$ cat src/design/sitm_pkg.sv
// ----------------------------------------------------------------------------
// sitm_pkg
// Types and fixed constants shared by the segment intersection test unit.
// ----------------------------------------------------------------------------
package sitm_pkg;

	typedef enum logic [1:0] {
		KIND_HORIZ,
		KIND_PARALLEL,
		KIND_GENERAL
	} kind_t;

	typedef struct packed {
		kind_t kind;
		logic  hit;
	} ctrl_t;

	localparam int QUO_W      = 32;
	localparam int DIV_LAT    = QUO_W + 1;
	localparam int FIFO_DEPTH = 4;
	localparam int FIFO_AW    = 2;

	localparam logic [QUO_W-1:0] SAT_POS = 32'h7fff_ffff;
	localparam logic [QUO_W-1:0] SAT_NEG = 32'h8000_0000;

endpackage

$ cat src/design/sitm_fifo.sv
// ----------------------------------------------------------------------------
// sitm_fifo
// Small register queue between the classifier and the solver.
// ----------------------------------------------------------------------------
module sitm_fifo #(
	parameter int DATA_W = 64
) (
	input  logic              clk,
	input  logic              arst_n,
	input  logic              push_valid,
	output logic              push_ready,
	input  logic [DATA_W-1:0] push_data,
	output logic              pop_valid,
	input  logic              pop_ready,
	output logic [DATA_W-1:0] pop_data
);
	import sitm_pkg::*;

	logic [DATA_W-1:0]  mem_q [FIFO_DEPTH];
	logic [FIFO_AW-1:0] wr_q;
	logic [FIFO_AW-1:0] rd_q;
	logic [FIFO_AW:0]   cnt_q;
	logic               push;
	logic               pop;

	assign push_ready = cnt_q != FIFO_AW'(0) + (FIFO_AW+1)'(FIFO_DEPTH);
	assign pop_valid  = cnt_q != '0;
	assign push       = push_valid && push_ready;
	assign pop        = pop_valid && pop_ready;
	assign pop_data   = mem_q[rd_q];

	always_ff @(posedge clk) begin
		if (push) mem_q[wr_q] <= push_data;
	end

	always_ff @(posedge clk or negedge arst_n) begin
		if (!arst_n) begin
			wr_q  <= '0;
			rd_q  <= '0;
			cnt_q <= '0;
		end else begin
			if (push) wr_q <= wr_q + 1'b1;
			if (pop)  rd_q <= rd_q + 1'b1;
			case ({push, pop})
				2'b10:   cnt_q <= cnt_q + 1'b1;
				2'b01:   cnt_q <= cnt_q - 1'b1;
				default: cnt_q <= cnt_q;
			endcase
		end
	end
endmodule

$ cat config.mk
export PLATFORM = sky130hd
export DESIGN_NAME = sitm_fifo
export DESIGN_NICKNAME = d
export VERILOG_FILES = /design/src/design/sitm_pkg.sv /design/src/design/sitm_fifo.sv
export SDC_FILE = /design/constraint.sdc
export NUM_CORES = 1
export LEC_CHECK = 0
export ABC_AREA = 1
export BUFFER_PORTS_ARGS = -buffer_cell sky130_fd_sc_hd__buf_4
export CAP_MARGIN = 20
export CORE_ASPECT_RATIO = 0.9
export CORE_MARGIN = 2
export CORE_UTILIZATION = 35
export CTS_CLUSTER_SIZE = 10
export DETAILED_ROUTE_END_ITERATION = 7
export SLEW_MARGIN = 5
export SYNTH_ARGS = -nofsm -noshare
export SYNTH_HDL_FRONTEND = slang
export SYNTH_SLANG_ARGS = --single-unit
$ cat constraint.sdc
create_clock -name clk -period 5.4 [get_ports clk]
set_input_delay 0.54 -clock clk [delete_from_list [all_inputs] [get_ports clk]]
set_output_delay 0.54 -clock clk [all_outputs]
set_load 0.02 [all_outputs]
==> impl_metrics.yaml <==
die:
  core_area_sq_mm: 0.0300
  die_area_sq_mm: 0.0318
  ios: 134
  start_util_pct: 35.6
  die_h_microns: 169
  fp.dieW_microns: 188
  num_rows: 60
detailed_routing:
  drtIter0Drc: 357
  first_pass_iters: 4
  routed_wl_microns: 21400
  wl_per_cell_microns: 15.7
  via_count: 6140
  vias_per_cell: 4.51
  route.detailed.drc: 0
  postRouteAntennaNets: 0
clock_tree:
  clk_latency_ns: 0.54
  clk_pin_slew_ns: 0.06
  clk_path_buf_depth: 3
  cts_tree: "yes"
  cts_root_buf: "clkbuf_16"
  cts_sinks: 263
  cts_buffers: 31
  cts_max_level: 1
  cts_setup_buffers: 0
sta:
  finalSetupViolCount: 0
  min_period_ns: 3.27
  rsz0062_at_grt: "false"
  clock_skew_ns: 0.0138
  fmax_mhz: 306
  fin_crit_sh_pct: 60.5
  finalHoldViolCount: 0
  slew_violations: 0
  worstMarginPinSlew_ns: 1.04
  finalSetupTns_ns: 0
  maxSlewHeadroom_pct: 30.3
critical_path:
  endpoint_kind: "primary output"
  critPathMaxFanout: 126
  r2r_slack_ns: 2.64
  crit_required_ns: 4.86
  r2r_cells: 5
  r2r-start: "cnt_q[0]"
  cp-start-kind: "flip-flop"
  r2r-end: "mem_q[2][28]"
  cp.arrival_ns: 2.73
  worstSetupPathType: "reg -> out"
place:
  portBuffers: 133
  gp_congestion: 0.681
  hpwl_microns: 12400
final_layout:
  layout_commonest_cell: "edfxtp_1"
  syn_to_final_growth_pct: 20.4
  layout_common_cells: "edfxtp_1 (256), nand2_1 (210), buf_4 (142)"
  drive_above_1_share_pct: 19.2
  fill_cells: 2711
  multi_input_comb_area_sq_mm: 0.00193
  antenna_cells: 0
  layout.nets: 1016
  seq_area_sq_mm: 0.00786
synthesis:
  ys_warn_count: 0
  netlist_instances: 806
  ys_ff_latch: 263
  netlist_area_sq_mm: 0.0107
  synth.top_cell.area_share_pct: 72.2
  synthTopCellsByArea: "edfxtp_1 (72%), o211ai_1 (9.0%), nand2_1 (7.4%)"
  syn_area_per_cell_sq_um: 13.2
  ys_seq_area_share_pct: 73.8
  syn_nets: 880
  ys_types: 17
  yosys.area.top_type: "edfxtp_1"
min_path:
  worst_hold_path.num_cells: 1
  hold_end: "mem_q[0][52]"
  min_path_type: "in -> reg"
  hp-start: "push_data[52]"
flow_run:
  drv_cap: 0
global_route:
  antenna_found_initial: 2
  grt_max_degree: 165
  grt-ovfl-total: 0
  grt.total_usage_pct: 13.4
  grt_pass1_wl_microns: 33000
  grt_pass1_vias: 5946
power_and_ir_drop:
  vdd_ir_drop_max_v: 0.000266
  total_power_w: 0.00730
  p_leak_nw: 5.11
  powerDensity_mw_per_mm2: 569
outcome:
  status: "complete, no violations"
worst max-delay path by stage:
stage                     slack (ns)      endpoint     start
final                           2.13  pop_data[31]   rd_q[0]
after global routing            1.91  pop_data[21]   rd_q[0]
after CTS                       1.94   pop_data[3]   rd_q[0]
after detailed placement        2.53   pop_data[3]   rd_q[0]
after global placement          2.52   pop_data[3]   rd_q[0]
after floorplan                 1.33   mem_q[0][0]  cnt_q[0]
where the power goes:
group | internal [W] | total (W) | leakage [nW] | switching [W]
logic | 0.000931 | 0.00274 | 2.28 | 0.00181
clock network | 0.00104 | 0.00178 | 0.402 | 0.000742
registers | 0.00269 | 0.00278 | 2.43 | 0.0000892
through the flow:
| step | std cells | hold slack (ns) | setup slack [ns] | cell area [sq um] | utilization (%) |
|---|---|---|---|---|---|
| after floorplan | 806 | 0.244 | 1.33 | 10700 | - |
| after global placement | 1309 | 0.363 | 2.52 | 11900 | 39.8 |
| after detailed placement | 1309 | 0.361 | 2.53 | 11900 | 39.8 |
| after CTS | 1359 | 0.168 | 1.94 | 12800 | 42.6 |
| after global routing | 1361 | 0.174 | 1.91 | 12800 | 42.8 |
| final | 1361 | 0.195 | 2.13 | 12800 | 42.8 |
critical path, stage by stage (launching register included):
cell      delay, ns
dfrtp_1        0.43
inv_6          0.25
buf_16         0.38
buf_4          0.50
nand2_1        0.12
o211ai_1       0.11
nand2_1        0.09
buf_4          0.16
final cells by class:
type / count / area share, %
clock buffers: 45 / 6.46
repair buffers: 145 / 8.82
well taps: 403 / 3.93
flip-flops and latches: 263 / 61.3
inverters: 143 / 4.22
clock inverters: 4 / 0.176
multi-input cells: 358 / 15.1
kinds of logic after synthesis:
family,Yosys count,share of synthesized area (%)
flip-flops,263,73.8
AND/OR/NAND/NOR,222,7.93
AO/OA/AOI/OAI,129,9.07
XOR/XNOR,1,0.0823
buffers and inverters,185,8.32
adder cells (fa/ha/maj),6,0.775
routing by layer:
| metal | up-vias | share of wire, % | GRT usage, % |
|---|---|---|---|
| met5 | - | 0.14 | 0 |
| met4 | 4 | 2.6 | 3.80 |
| met3 | 40 | 5.7 | 3.04 |
| met2 | 148 | 47 | 23.0 |
| met1 | 2885 | 44 | 17.1 |
| li1 | 3063 | - | - |
synthesized netlist by cell type (all sizes together):
cell / count
xnor2: 1
clkbuf: 6
o211ai: 128
nand3: 7
edfxtp: 256
ha: 5
nor2: 4
nand2: 210
fa: 1
o21ai: 1
dfrtp: 7
nand4: 1
inv: 143
buf: 36
sequential cells by signal (all words and copies together) (netlist names):
register,cells
mem_q,256
rd_q,2
cnt_q,3
wr_q,2
what timing repair did:
action | CTS | global route
resized for setup | 0 | 0
hold buffers | 1 | 0
hold endpoints to repair | 7 | 0
Power figures use the tool's default switching activity.
